--- src/lfhs_pkg.sv ---
// ----------------------------------------------------------------------------
// lfhs_pkg
// shared types, register indexes and helpers of the fire heat simulator
// ----------------------------------------------------------------------------
package lfhs_pkg;

    localparam int CFG_IDX_W  = 3;
    localparam int CFG_DATA_W = 32;

    localparam logic [CFG_IDX_W-1:0] CFG_SPEED      = 3'd0;
    localparam logic [CFG_IDX_W-1:0] CFG_INTENSITY  = 3'd1;
    localparam logic [CFG_IDX_W-1:0] CFG_BRIGHTNESS = 3'd2;
    localparam logic [CFG_IDX_W-1:0] CFG_PIXELS     = 3'd3;
    localparam logic [CFG_IDX_W-1:0] CFG_SEED       = 3'd4;

    localparam int DIV_AW = 32;
    localparam int DIV_BW = 12;

    typedef struct packed {
        logic [6:0] speed;
        logic [6:0] intensity;
        logic [6:0] brightness;
        logic [6:0] pixel_count;
    } t_cfg;

    typedef struct packed {
        logic        seed_we;
        logic [31:0] seed;
    } t_seed;

    function automatic logic [31:0] xorshift(input logic [31:0] s);
        logic [31:0] x;
        x = s ^ (s << 13);
        x = x ^ (x >> 17);
        x = x ^ (x << 5);
        return x;
    endfunction

endpackage

--- src/lfhs_div.sv ---
// ----------------------------------------------------------------------------
// lfhs_div
// restoring divider, one quotient bit per cycle, quotient and remainder
// ----------------------------------------------------------------------------
module lfhs_div (
    input  logic                         i_clk,
    input  logic                         i_rst_n,
    input  logic                         i_start,
    input  logic [lfhs_pkg::DIV_AW-1:0]  i_num,
    input  logic [lfhs_pkg::DIV_BW-1:0]  i_den,
    output logic                         o_done,
    output logic [lfhs_pkg::DIV_AW-1:0]  o_quo,
    output logic [lfhs_pkg::DIV_BW-1:0]  o_rem
);
    localparam int CW = $clog2(lfhs_pkg::DIV_AW);

    logic                        r_busy;
    logic                        r_done;
    logic [CW-1:0]               r_cnt;
    logic [lfhs_pkg::DIV_AW-1:0] r_quo;
    logic [lfhs_pkg::DIV_BW-1:0] r_rem;
    logic [lfhs_pkg::DIV_BW-1:0] r_den;
    logic [lfhs_pkg::DIV_BW:0]   trial;
    logic                        ge;
    logic [lfhs_pkg::DIV_BW:0]   diff;

    always_comb begin
        trial = {r_rem, r_quo[lfhs_pkg::DIV_AW-1]};
        ge    = trial >= {1'b0, r_den};
        diff  = trial - {1'b0, r_den};
    end

    always_ff @(posedge i_clk) begin
        if (!i_rst_n) begin
            r_busy <= 1'b0;
            r_done <= 1'b0;
            r_cnt  <= '0;
        end else begin
            r_done <= 1'b0;
            if (i_start) begin
                r_busy <= 1'b1;
                r_cnt  <= '0;
            end else if (r_busy) begin
                r_cnt <= r_cnt + 1'b1;
                if (r_cnt == CW'(lfhs_pkg::DIV_AW - 1)) begin
                    r_busy <= 1'b0;
                    r_done <= 1'b1;
                end
            end
        end
    end

    always_ff @(posedge i_clk) begin
        if (i_start) begin
            r_quo <= i_num;
            r_rem <= '0;
            r_den <= i_den;
        end else if (r_busy) begin
            r_quo <= {r_quo[lfhs_pkg::DIV_AW-2:0], ge};
            r_rem <= ge ? diff[lfhs_pkg::DIV_BW-1:0] : trial[lfhs_pkg::DIV_BW-1:0];
        end
    end

    assign o_done = r_done;
    assign o_quo  = r_quo;
    assign o_rem  = r_rem;
endmodule

--- src/lfhs_front.sv ---
// ----------------------------------------------------------------------------
// lfhs_front
// accepts frame ticks and marks those that start a new simulation step
// ----------------------------------------------------------------------------
module lfhs_front (
    input  logic        i_clk,
    input  logic        i_rst_n,
    input  logic        i_valid,
    input  logic [31:0] i_time_ms,
    input  logic        i_full,
    output logic        o_stall,
    output logic        o_push,
    output logic        o_sim
);
    logic [26:0] r_last_it;
    logic [26:0] it;

    assign it      = i_time_ms[31:5];
    assign o_stall = i_full;
    assign o_push  = i_valid && !i_full;
    assign o_sim   = it != r_last_it;

    always_ff @(posedge i_clk) begin
        if (!i_rst_n) begin
            r_last_it <= '0;
        end else if (o_push) begin
            r_last_it <= it;
        end
    end
endmodule

--- src/lfhs_queue.sv ---
// ----------------------------------------------------------------------------
// lfhs_queue
// two entry queue of classified frame ticks
// ----------------------------------------------------------------------------
module lfhs_queue (
    input  logic i_clk,
    input  logic i_rst_n,
    input  logic i_push,
    input  logic i_sim,
    input  logic i_pop,
    output logic o_full,
    output logic o_valid,
    output logic o_sim
);
    logic [1:0] r_q;
    logic       r_wp;
    logic       r_rp;
    logic [1:0] r_cnt;

    assign o_full  = r_cnt == 2'd2;
    assign o_valid = r_cnt != 2'd0;
    assign o_sim   = r_q[r_rp];

    always_ff @(posedge i_clk) begin
        if (!i_rst_n) begin
            r_wp  <= 1'b0;
            r_rp  <= 1'b0;
            r_cnt <= '0;
        end else begin
            if (i_push) begin
                r_wp <= !r_wp;
            end
            if (i_pop) begin
                r_rp <= !r_rp;
            end
            r_cnt <= r_cnt + {1'b0, i_push} - {1'b0, i_pop};
        end
    end

    always_ff @(posedge i_clk) begin
        if (i_push) begin
            r_q[r_wp] <= i_sim;
        end
    end
endmodule

--- src/lfhs_back.sv ---
// ----------------------------------------------------------------------------
// lfhs_back
// heat store, simulation sequencer and pixel colour output
// ----------------------------------------------------------------------------
module lfhs_back #(
    parameter int MAX_PIXELS = 64
) (
    input  logic                 i_clk,
    input  logic                 i_rst_n,
    input  lfhs_pkg::t_cfg       i_cfg,
    input  lfhs_pkg::t_seed      i_seed,
    input  logic [6:0]           i_n,
    input  logic                 i_q_valid,
    input  logic                 i_q_sim,
    output logic                 o_pop,
    input  logic                 i_stall,
    output logic                 o_valid,
    output logic [5:0]           o_pixel_index,
    output logic [7:0]           o_red,
    output logic [7:0]           o_green,
    output logic [7:0]           o_blue,
    output logic                 o_last_pixel
);
    localparam int AW = $clog2(MAX_PIXELS);

    localparam logic [4:0] ST_IDLE = 5'd0;
    localparam logic [4:0] ST_PRE  = 5'd1;
    localparam logic [4:0] ST_LIM  = 5'd2;
    localparam logic [4:0] ST_CRD  = 5'd3;
    localparam logic [4:0] ST_CDV  = 5'd4;
    localparam logic [4:0] ST_DRD1 = 5'd5;
    localparam logic [4:0] ST_DRD2 = 5'd6;
    localparam logic [4:0] ST_DWR  = 5'd7;
    localparam logic [4:0] ST_SP1  = 5'd8;
    localparam logic [4:0] ST_SP2  = 5'd9;
    localparam logic [4:0] ST_SP3  = 5'd10;
    localparam logic [4:0] ST_SP4  = 5'd11;
    localparam logic [4:0] ST_SP5  = 5'd12;
    localparam logic [4:0] ST_SP6  = 5'd13;
    localparam logic [4:0] ST_ERD  = 5'd14;
    localparam logic [4:0] ST_E1   = 5'd15;
    localparam logic [4:0] ST_E2   = 5'd16;
    localparam logic [4:0] ST_E3   = 5'd17;
    localparam logic [4:0] ST_E4   = 5'd18;
    localparam logic [4:0] ST_EOUT = 5'd19;

    logic [4:0]  r_state;
    logic        r_sim;
    logic [6:0]  r_n;
    logic [6:0]  r_i;
    logic [6:0]  r_k;
    logic [31:0] r_rng;
    logic [10:0] r_limit;
    logic [2:0]  r_y;
    logic [8:0]  r_lo;
    logic [6:0]  r_rng_span;
    logic [7:0]  r_a;
    logic [15:0] r_t191;
    logic [7:0]  r_c [3];
    logic [14:0] r_p [3];
    logic        r_ovalid;
    logic [7:0]  r_ored;
    logic [7:0]  r_ogreen;
    logic [7:0]  r_oblue;

    // derived settings, registered
    logic [8:0]  r_sp;
    logic [8:0]  r_si;
    logic [11:0] r_x;
    logic [2:0]  r_ign;

    // heat store
    logic [7:0]            r_mem [MAX_PIXELS];
    logic [MAX_PIXELS-1:0] r_hv;
    logic [7:0]            r_rdata;
    logic                  mem_re;
    logic [AW-1:0]         mem_ra;
    logic                  mem_we;
    logic [AW-1:0]         mem_wa;
    logic [7:0]            mem_wd;

    // divider
    logic                        r_div_start;
    logic [lfhs_pkg::DIV_AW-1:0] r_div_num;
    logic [lfhs_pkg::DIV_BW-1:0] r_div_den;
    logic                        div_done;
    logic [lfhs_pkg::DIV_AW-1:0] div_quo;
    logic [lfhs_pkg::DIV_BW-1:0] div_rem;

    logic [31:0] rng_next;
    logic [14:0] sp255;
    logic [27:0] sp_prod;
    logic [14:0] si255;
    logic [27:0] si_prod;
    logic [18:0] x_prod;
    logic [14:0] ign_prod;
    logic [2:0]  ign_q;
    logic [7:0]  cool;
    logic [7:0]  h_sub;
    logic [7:0]  flr;
    logic [9:0]  dsum;
    logic [20:0] dprod;
    logic [8:0]  boost_num;
    logic [7:0]  boost;
    logic [7:0]  spark;
    logic [8:0]  ssum;
    logic [7:0]  tcl;
    logic [16:0] tx;
    logic [16:0] t192w;
    logic [7:0]  t192;
    logic [7:0]  up;
    logic [27:0] sc [3];
    logic [8:0]  scq [3];
    logic [7:0]  scs [3];

    lfhs_div u_div (
        .i_clk   (i_clk),
        .i_rst_n (i_rst_n),
        .i_start (r_div_start),
        .i_num   (r_div_num),
        .i_den   (r_div_den),
        .o_done  (div_done),
        .o_quo   (div_quo),
        .o_rem   (div_rem)
    );

    assign rng_next = lfhs_pkg::xorshift(r_rng);

    always_comb begin
        sp255    = {1'b0, i_cfg.speed, 7'd0} + {1'b0, i_cfg.speed, 7'd0}
                   - {8'd0, i_cfg.speed};
        sp_prod  = 28'(sp255) * 28'd5243;
        si255    = {1'b0, i_cfg.intensity, 7'd0} + {1'b0, i_cfg.intensity, 7'd0}
                   - {8'd0, i_cfg.intensity};
        si_prod  = 28'(si255) * 28'd5243;
        x_prod   = 19'(r_sp) * 19'd683;
        ign_prod = 15'(r_n) * 15'd205;
        ign_q    = ign_prod[13:11];
    end

    always_ff @(posedge i_clk) begin
        r_sp  <= sp_prod[27:19];
        r_si  <= si_prod[27:19];
        r_x   <= 12'({4'd0, x_prod[18:11]} + 12'd20) << 4;
        r_ign <= (ign_q > 3'd3) ? ign_q : 3'd3;
    end

    // per-state datapath values
    always_comb begin
        cool      = div_rem[7:0];
        h_sub     = (r_rdata > cool) ? (r_rdata - cool) : 8'd0;
        flr       = (r_i < 7'(r_ign)) ? (8'(3'(r_ign - r_i[2:0]) >> 2) + 8'd16) : 8'd0;
        dsum      = {2'd0, r_a} + {1'b0, r_rdata, 1'b0};
        dprod     = 21'(dsum) * 21'd683;
        boost_num = 9'(3'(r_ign - (div_rem[2:0] >> 1))) * 9'd33;
        boost     = div_quo[7:0];
        spark     = 8'(r_lo + 9'(div_rem[6:0]));
        ssum      = {1'b0, r_rdata} + {1'b0, spark};
        tcl       = (r_rdata > 8'd240) ? 8'd240 : r_rdata;
        tx        = {1'b0, r_t191};
        t192w     = (tx + (tx >> 8) + 17'd1) >> 8;
        t192      = t192w[7:0];
        up        = {t192[5:0], 2'b00};
        for (int c = 0; c < 3; c++) begin
            sc[c]  = 28'(r_p[c]) * 28'd5243;
            scq[c] = sc[c][27:19];
            scs[c] = (scq[c] > 9'd255) ? 8'd255 : scq[c][7:0];
        end
    end

    // memory port selection
    always_comb begin
        mem_re = 1'b0;
        mem_ra = r_i[AW-1:0];
        mem_we = 1'b0;
        mem_wa = r_i[AW-1:0];
        mem_wd = '0;
        unique case (r_state)
            ST_CRD: begin
                mem_re = 1'b1;
            end
            ST_CDV: begin
                mem_we = div_done;
                mem_wd = (h_sub < flr) ? flr : h_sub;
            end
            ST_DRD1: begin
                mem_re = 1'b1;
                mem_ra = AW'(r_k - 7'd1);
            end
            ST_DRD2: begin
                mem_re = 1'b1;
                mem_ra = AW'(r_k - 7'd2);
            end
            ST_DWR: begin
                mem_we = 1'b1;
                mem_wa = AW'(r_k);
                mem_wd = dprod[18:11];
            end
            ST_SP5: begin
                mem_re = 1'b1;
                mem_ra = AW'(r_y);
            end
            ST_SP6: begin
                mem_we = div_done;
                mem_wa = AW'(r_y);
                mem_wd = ssum[8] ? 8'd255 : ssum[7:0];
            end
            ST_ERD: begin
                mem_re = 1'b1;
            end
            default: begin
            end
        endcase
    end

    always_ff @(posedge i_clk) begin
        if (mem_we) begin
            r_mem[mem_wa] <= mem_wd;
        end
        if (mem_re) begin
            r_rdata <= r_hv[mem_ra] ? r_mem[mem_ra] : 8'd0;
        end
    end

    always_ff @(posedge i_clk) begin
        if (!i_rst_n) begin
            r_hv <= '0;
        end else if (mem_we) begin
            r_hv[mem_wa] <= 1'b1;
        end
    end

    assign o_pop = (r_state == ST_IDLE) && i_q_valid;

    // sequencer
    always_ff @(posedge i_clk) begin
        if (!i_rst_n) begin
            r_state     <= ST_IDLE;
            r_rng       <= 32'd1;
            r_div_start <= 1'b0;
            r_ovalid    <= 1'b0;
            r_sim       <= 1'b0;
            r_n         <= '0;
            r_i         <= '0;
            r_k         <= '0;
        end else begin
            r_div_start <= 1'b0;
            if (i_seed.seed_we) begin
                r_rng <= (i_seed.seed != 32'd0) ? i_seed.seed : 32'd1;
            end
            unique case (r_state)
                ST_IDLE: begin
                    if (i_q_valid) begin
                        r_sim   <= i_q_sim;
                        r_n     <= i_n;
                        r_state <= ST_PRE;
                    end
                end
                ST_PRE: begin
                    r_i <= '0;
                    if (r_sim) begin
                        if (r_n == 7'd0) begin
                            r_state <= ST_SP1;
                        end else begin
                            r_div_start <= 1'b1;
                            r_div_num   <= 32'(r_x);
                            r_div_den   <= 12'(r_n);
                            r_state     <= ST_LIM;
                        end
                    end else begin
                        r_state <= (r_n == 7'd0) ? ST_IDLE : ST_ERD;
                    end
                end
                ST_LIM: begin
                    if (div_done) begin
                        r_limit <= 11'(div_quo[10:0] + 11'd2);
                        r_state <= ST_CRD;
                    end
                end
                ST_CRD: begin
                    r_rng       <= rng_next;
                    r_div_start <= 1'b1;
                    r_div_num   <= rng_next;
                    r_div_den   <= 12'(r_limit);
                    r_state     <= ST_CDV;
                end
                ST_CDV: begin
                    if (div_done) begin
                        r_i <= r_i + 7'd1;
                        if (r_i + 7'd1 == r_n) begin
                            r_k     <= r_n - 7'd1;
                            r_state <= (r_n > 7'd2) ? ST_DRD1 : ST_SP1;
                        end else begin
                            r_state <= ST_CRD;
                        end
                    end
                end
                ST_DRD1: begin
                    r_state <= ST_DRD2;
                end
                ST_DRD2: begin
                    r_a     <= r_rdata;
                    r_state <= ST_DWR;
                end
                ST_DWR: begin
                    r_k     <= r_k - 7'd1;
                    r_state <= (r_k == 7'd2) ? ST_SP1 : ST_DRD1;
                end
                ST_SP1: begin
                    r_rng <= rng_next;
                    r_i   <= '0;
                    if (9'(rng_next[7:0]) <= r_si) begin
                        r_state <= ST_SP2;
                    end else begin
                        r_state <= (r_n == 7'd0) ? ST_IDLE : ST_ERD;
                    end
                end
                ST_SP2: begin
                    r_rng       <= rng_next;
                    r_div_start <= 1'b1;
                    r_div_num   <= rng_next;
                    r_div_den   <= 12'(r_ign);
                    r_state     <= ST_SP3;
                end
                ST_SP3: begin
                    if (div_done) begin
                        r_y         <= div_rem[2:0];
                        r_div_start <= 1'b1;
                        r_div_num   <= 32'(boost_num);
                        r_div_den   <= 12'(r_ign);
                        r_state     <= ST_SP4;
                    end
                end
                ST_SP4: begin
                    if (div_done) begin
                        r_lo       <= 9'd96 + {boost, 1'b0};
                        r_rng_span <= 7'(8'd112 - boost);
                        r_state    <= ST_SP5;
                    end
                end
                ST_SP5: begin
                    r_rng       <= rng_next;
                    r_div_start <= 1'b1;
                    r_div_num   <= rng_next;
                    r_div_den   <= 12'(r_rng_span);
                    r_state     <= ST_SP6;
                end
                ST_SP6: begin
                    if (div_done) begin
                        r_state <= (r_n == 7'd0) ? ST_IDLE : ST_ERD;
                    end
                end
                ST_ERD: begin
                    r_state <= ST_E1;
                end
                ST_E1: begin
                    r_t191  <= 16'(tcl) * 16'd191;
                    r_state <= ST_E2;
                end
                ST_E2: begin
                    if (t192[7]) begin
                        r_c[0] <= 8'd255;
                        r_c[1] <= 8'd255;
                        r_c[2] <= up;
                    end else if (t192[6]) begin
                        r_c[0] <= 8'd255;
                        r_c[1] <= up;
                        r_c[2] <= 8'd0;
                    end else begin
                        r_c[0] <= up;
                        r_c[1] <= 8'd0;
                        r_c[2] <= 8'd0;
                    end
                    r_state <= ST_E3;
                end
                ST_E3: begin
                    for (int c = 0; c < 3; c++) begin
                        r_p[c] <= 15'(r_c[c]) * 15'(i_cfg.brightness);
                    end
                    r_state <= ST_E4;
                end
                ST_E4: begin
                    r_ored   <= scs[0];
                    r_ogreen <= scs[1];
                    r_oblue  <= scs[2];
                    r_ovalid <= 1'b1;
                    r_state  <= ST_EOUT;
                end
                ST_EOUT: begin
                    if (!i_stall) begin
                        r_ovalid <= 1'b0;
                        r_i      <= r_i + 7'd1;
                        r_state  <= (r_i + 7'd1 == r_n) ? ST_IDLE : ST_ERD;
                    end
                end
                default: begin
                    r_state <= ST_IDLE;
                end
            endcase
        end
    end

    assign o_valid       = r_ovalid;
    assign o_pixel_index = r_i[5:0];
    assign o_red         = r_ored;
    assign o_green       = r_ogreen;
    assign o_blue        = r_oblue;
    assign o_last_pixel  = (r_i + 7'd1) == r_n;
endmodule

--- src/led_fire_heat_simulator_top.sv ---
// ----------------------------------------------------------------------------
// led_fire_heat_simulator_top
// fire heat simulation over an led strip with heat ramp colour output
// ----------------------------------------------------------------------------
// Each frame tick gives one colour transaction per active pixel, in index
// order, the last one flagged. Each pixel passes the states ERD, E1 to E4 and
// EOUT and waits in EOUT while the output stalls. A tick whose time>>5 differs
// from the previous one first runs a simulation step on the shared divider:
// a limit division, a cooling division per cell, a drift pass, and the spark,
// which takes up to three divisions. The heat store is cleared at reset by
// valid bits, so no clearing pass is needed. Up to two ticks queue ahead.
module led_fire_heat_simulator_top #(
    parameter int MAX_PIXELS = 64
) (
    input  logic                              i_clk,
    input  logic                              i_rst_n,
    input  logic                              i_cfg_we,
    input  logic [lfhs_pkg::CFG_IDX_W-1:0]    i_cfg_idx,
    input  logic [lfhs_pkg::CFG_DATA_W-1:0]   i_cfg_data,
    input  logic                              i_valid,
    output logic                              o_stall,
    input  logic [31:0]                       i_time_ms,
    output logic                              o_valid,
    input  logic                              i_stall,
    output logic [5:0]                        o_pixel_index,
    output logic [7:0]                        o_red,
    output logic [7:0]                        o_green,
    output logic [7:0]                        o_blue,
    output logic                              o_last_pixel
);
    lfhs_pkg::t_cfg  r_cfg;
    lfhs_pkg::t_seed seed;
    logic [6:0]      n_active;
    logic            push;
    logic            sim;
    logic            full;
    logic            q_valid;
    logic            q_sim;
    logic            pop;

    always_ff @(posedge i_clk) begin
        if (!i_rst_n) begin
            r_cfg.speed       <= 7'd50;
            r_cfg.intensity   <= 7'd50;
            r_cfg.brightness  <= 7'd100;
            r_cfg.pixel_count <= 7'd64;
        end else if (i_cfg_we) begin
            unique case (i_cfg_idx)
                lfhs_pkg::CFG_SPEED:      r_cfg.speed       <= i_cfg_data[6:0];
                lfhs_pkg::CFG_INTENSITY:  r_cfg.intensity   <= i_cfg_data[6:0];
                lfhs_pkg::CFG_BRIGHTNESS: r_cfg.brightness  <= i_cfg_data[6:0];
                lfhs_pkg::CFG_PIXELS:     r_cfg.pixel_count <= i_cfg_data[6:0];
                default: begin
                end
            endcase
        end
    end

    assign seed.seed_we = i_cfg_we && (i_cfg_idx == lfhs_pkg::CFG_SEED);
    assign seed.seed    = i_cfg_data;
    assign n_active     = (r_cfg.pixel_count > 7'(MAX_PIXELS)) ? 7'(MAX_PIXELS)
                                                               : r_cfg.pixel_count;

    lfhs_front u_front (
        .i_clk     (i_clk),
        .i_rst_n   (i_rst_n),
        .i_valid   (i_valid),
        .i_time_ms (i_time_ms),
        .i_full    (full),
        .o_stall   (o_stall),
        .o_push    (push),
        .o_sim     (sim)
    );

    lfhs_queue u_queue (
        .i_clk   (i_clk),
        .i_rst_n (i_rst_n),
        .i_push  (push),
        .i_sim   (sim),
        .i_pop   (pop),
        .o_full  (full),
        .o_valid (q_valid),
        .o_sim   (q_sim)
    );

    lfhs_back #(
        .MAX_PIXELS (MAX_PIXELS)
    ) u_back (
        .i_clk         (i_clk),
        .i_rst_n       (i_rst_n),
        .i_cfg         (r_cfg),
        .i_seed        (seed),
        .i_n           (n_active),
        .i_q_valid     (q_valid),
        .i_q_sim       (q_sim),
        .o_pop         (pop),
        .i_stall       (i_stall),
        .o_valid       (o_valid),
        .o_pixel_index (o_pixel_index),
        .o_red         (o_red),
        .o_green       (o_green),
        .o_blue        (o_blue),
        .o_last_pixel  (o_last_pixel)
    );

    a_no_overflow: assert property (@(posedge i_clk) disable iff (!i_rst_n)
        !(push && full && !pop))
        else $error("tick queue overflow");

    a_no_empty_pop: assert property (@(posedge i_clk) disable iff (!i_rst_n)
        pop |-> q_valid)
        else $error("pop from empty tick queue");

    a_last_done: assert property (@(posedge i_clk) disable iff (!i_rst_n)
        (o_valid && !i_stall && o_last_pixel) |=> !o_valid)
        else $error("output continues after last pixel");
endmodule

--- config.mk ---
export PLATFORM = sky130hd
export DESIGN_NAME = led_fire_heat_simulator_top
export DESIGN_NICKNAME = d
export VERILOG_FILES = /design/src/lfhs_pkg.sv /design/src/lfhs_div.sv /design/src/lfhs_front.sv /design/src/lfhs_queue.sv /design/src/lfhs_back.sv /design/src/led_fire_heat_simulator_top.sv
export SDC_FILE = /design/constraint.sdc
export NUM_CORES = 2
export LEC_CHECK = 0
export ABC_CLOCK_PERIOD_IN_PS = 9230
export BUFFER_PORTS_ARGS = -buffer_cell sky130_fd_sc_hd__buf_2
export CAP_MARGIN = 30
export CORE_MARGIN = 2
export CORE_UTILIZATION = 55
export DETAILED_ROUTE_END_ITERATION = 16
export GPL_TIMING_DRIVEN = 0
export PLACE_DENSITY_LB_ADDON = 0.12
export SYNTH_ARGS = -nofsm -noshare
export SYNTH_HDL_FRONTEND = slang
export SYNTH_SLANG_ARGS = --single-unit
--- constraint.sdc ---
create_clock -name i_clk -period 9.23 [get_ports i_clk]
set_input_delay 0.4615 -clock i_clk [delete_from_list [all_inputs] [get_ports i_clk]]
set_output_delay 0.4615 -clock i_clk [all_outputs]
set_load 0.05 [all_outputs]
==> impl_results.md <==
- Simple-gate portion of the synthesized area: 12.2%
- Ys Warns: 0
- RePlAce Congestion: 0.944
- Register area share after synthesis: 38.9%
- IO Pins: about 110
- Max_slew headroom: 24.1%
- Area Growth Syn to Fin: 10.6%
- Startpoint types: flop
- Crit path from: u_back.r_rdata[0]
- Clk slew on worst S/H paths: 0.06 ns
- Core Rows: 130
- Initial antenna violation count: 4
- Post-Syn Area per Cell: 10.6 um^2
- Nets: slightly above 8,000
- Minimum clock period: 8.53 ns
- Mapped Cells: 6,570
- Final ANT Viol Nets: 0
- Fin Setup TNS: 0 ns
- Via count: 48,500
- Multiplexer share of the synthesized area: ~1.1%
- DP Area: between 70,000 and 80,000 um^2
- Post-DP HPWL: 132,000 um
- Number of flops mapped to enable cells by yosys: 746
- Slew Viols, Final: 0
- CTS tree: done
- Final period utilization: just over 90%
- Library cells used by synthesis: 89
- Max Freq: 0.117 GHz
- Vias per cell: roughly 5.6
- Residual DRC: 0
- Final WL: 171,000 um
- Core ar.: 126,000 um^2
- CP bufs+invs: 7
- Largest net degree at the start of global routing: between 60 and 70
- DP Worst Slack: 0.753 ns
- Initial Util: 55.3%
- Crit-path max FO: 12
- Max-Cap Viols: 0
- Clock skew: approximately 0.08 ns
- Slowest cell on crit path: o211ai_1
- Status: complete, no violations
- Critical path type: flop to flop
- CP Capture Type: flop
- Asr flop ratio synth: 0%
- Setup Fix Bufs, Post-CTS: 0
- Largest family of logic cells by synthesized area: adder cells
- Final Hold Fails: 0
- Syn_nets: 7,981
- H-tree lvl count: 3
- Root Buffer: clkbuf_16
- HP Start: i_cfg_data[4]
- First-pass GRT wire length: about 270,000 um
- Req. time, crit path: 9.80 ns
- Clk_lat worst skew: between 0.7 and 0.8 ns
- VDD IR max: 371 uV
- Worst R2R Start: u_back.r_rdata[0]
- Xor/xnor share of the synthesized area: 3.73%
- GRT Total Usage: 26.7%
- RSZ-0062 raised after global routing: false
- Slew @ Worst Pin: around 1.1 ns
- Synth Area in Compound Gates: 8.07%
- Synth Area in Adders: 29.4%
- Port Buffers: 97
- Num CTS Buffers: approximately 110
- Mapped cell area: 69,500 um^2
- Die W: 359 um
- # clock sinks: around 1,000
- CP max stage delay: approximately 0.7 ns
- Delay-heaviest family, CP: compound AO/OA/AOI/OAI gates
- WP data arrival: 9.11 ns
- Number of global-route vias before repair: about 49,000
- Hold WC Path Type: input pin to flop
- Worst Slack Setup Final: 0.697 ns
- Pleak: 34.0 nW
- Global route overflow: 0
- Drt first pass iters: 6
- Top FF cell, synth: edfxtp_1
- Cell mode on critical path: ha_1
- Flop and latch count out of synthesis: 978
- Die Y: roughly 360 um
- Post-Layout Inst Area: approximately 77,000 um^2
- Wire length per cell: 19.9 um
- Clk buf depth: 3
- Power Density: 267 nW/um^2
- Iter 0 DRT Violations: 4,258
- Layout cells sized above 1: between 7 and 8%
- Die area: 129,000 um^2
- Final setup viols: 0
[synthesized netlist by cell type, types with 48 or more instances]
library cell	n	area, um^2
a21o_1	48	360
a21oi_1	227	1140
a311oi_1	56	490
a31oi_1	60	375
and2_1	77	482
and3_1	93	582
buf_2	71	355
clkbuf_1	121	454
dfxtp_1	232	4640
edfxtp_1	746	22400
fa_1	491	9830
ha_1	848	10600
inv_1	906	3400
nand2_1	859	3220
nand3_1	133	666
nand4_1	48	300
nor2_1	431	1620
nor3_1	93	465
o21a_1	54	405
o21ai_0	119	596
xnor2_1	204	1790
xor2_1	92	806
[routing by layer]
metal | global-route usage (%) | share of wire, %
met5 | 0 | 0.0064
met4 | 7.71 | 2.8
met2 | 43.5 | 47
met1 | 37.3 | 43
met3 | 4.07 | 7.2
[final cells by class]
cell class,count,area [um^2]
multi-input combinational,4453,38000
fill,10300,48700
sequential,978,27000
clock inverter,55,604
timing repair buffer,189,1550
buffer,233,1120
clock buffer,142,3000
tap,1650,2060
inverter,906,3400
antenna,2,5.00
[placed cells by master, fill, tap and decap left out, types with 110 or more instances in the layout]
master and instances:
inv_1 906, nand2_1 859, ha_1 848, edfxtp_1 746, fa_1 491, nor2_1 428, dfxtp_1 232, a21oi_1 226
xnor2_1 204, buf_2 173, clkbuf_1 140, nand3_1 133, o21ai_0 119, clkbuf_16 110
[worst reg2reg max path: cells and delay by family (launching register included)]
kind / cells / cell delay, ns
and+or+nand+nor: 1 / 0.07
adders and majority gates: 8 / 2.97
AOI/OAI and AO/OA: 11 / 3.18
buffers and inverters: 7 / 1.48
DFF: 1 / 0.53
xor gates and xnor gates: 1 / 0.15
[what timing repair did]
action | CTS | global route
hold buffers | 47 | 0
gates resized for setup | 0 | 0
hold endpoints to repair | 47 | 0
[where the power goes]
group	total, mW	leakage (nW)	internal, mW	switching [mW]
Clock	4.37	1.76	2.48	1.89
Combinational	10.7	22.7	4.39	6.28
Sequential	5.46	9.56	5.22	0.240
[worst paths after layout]
path / end / slack [ns] / depth (start not counted)
setup / recovery: u_back.r_mem[10][6] / 0.70 / 28
hold / removal: r_cfg[4] / 0.05 / 3
setup reg to reg: u_back.r_mem[10][6] / 0.70 / 28
hold reg to reg: u_back.u_div.r_den[3] / 0.43 / 0
[cells by family after synthesis]
family / Yosys count
compound gates: 837
xor+xnor: 296
flops: 978
simple gates: 1906
buf+inv: 1139
mux: 75
fa+ha+maj: 1339
[stage by stage]
step	instances	total power [mW]	hold slack, ns	util [%]
2_1_floorplan	6570	13.3	0.400	-
3_3_place_gp	8317	15.7	0.401	57.4
3_5_place_dp	8359	16.1	0.405	57.9
4_1_cts	8603	20.5	0.000758	61.2
5_1_grt	8606	22.2	0.0385	61.2
6_report	8608	20.5	0.0462	61.2
[sequential cells by signal, summed over array words and instances, names as in the netlist, 8 cells and up]
name                flops
r_cfg                  28
u_back.o_blue           8
u_back.o_green          8
u_back.o_red            8
u_back.r_a              8
u_back.r_c             20
u_back.r_div_den       11
u_back.r_div_num       32
u_back.r_hv            64
u_back.r_limit         11
u_back.r_mem          512
u_back.r_p             43
u_back.r_rdata          8
u_back.r_rng           32
u_back.r_si             9
u_back.r_sp             9
u_back.r_t191          16
u_back.r_x              8
u_back.u_div.o_quo     32
u_back.u_div.o_rem     12
u_back.u_div.r_den     11
u_front.r_last_it      27
(Power assumes the default switching activity.)
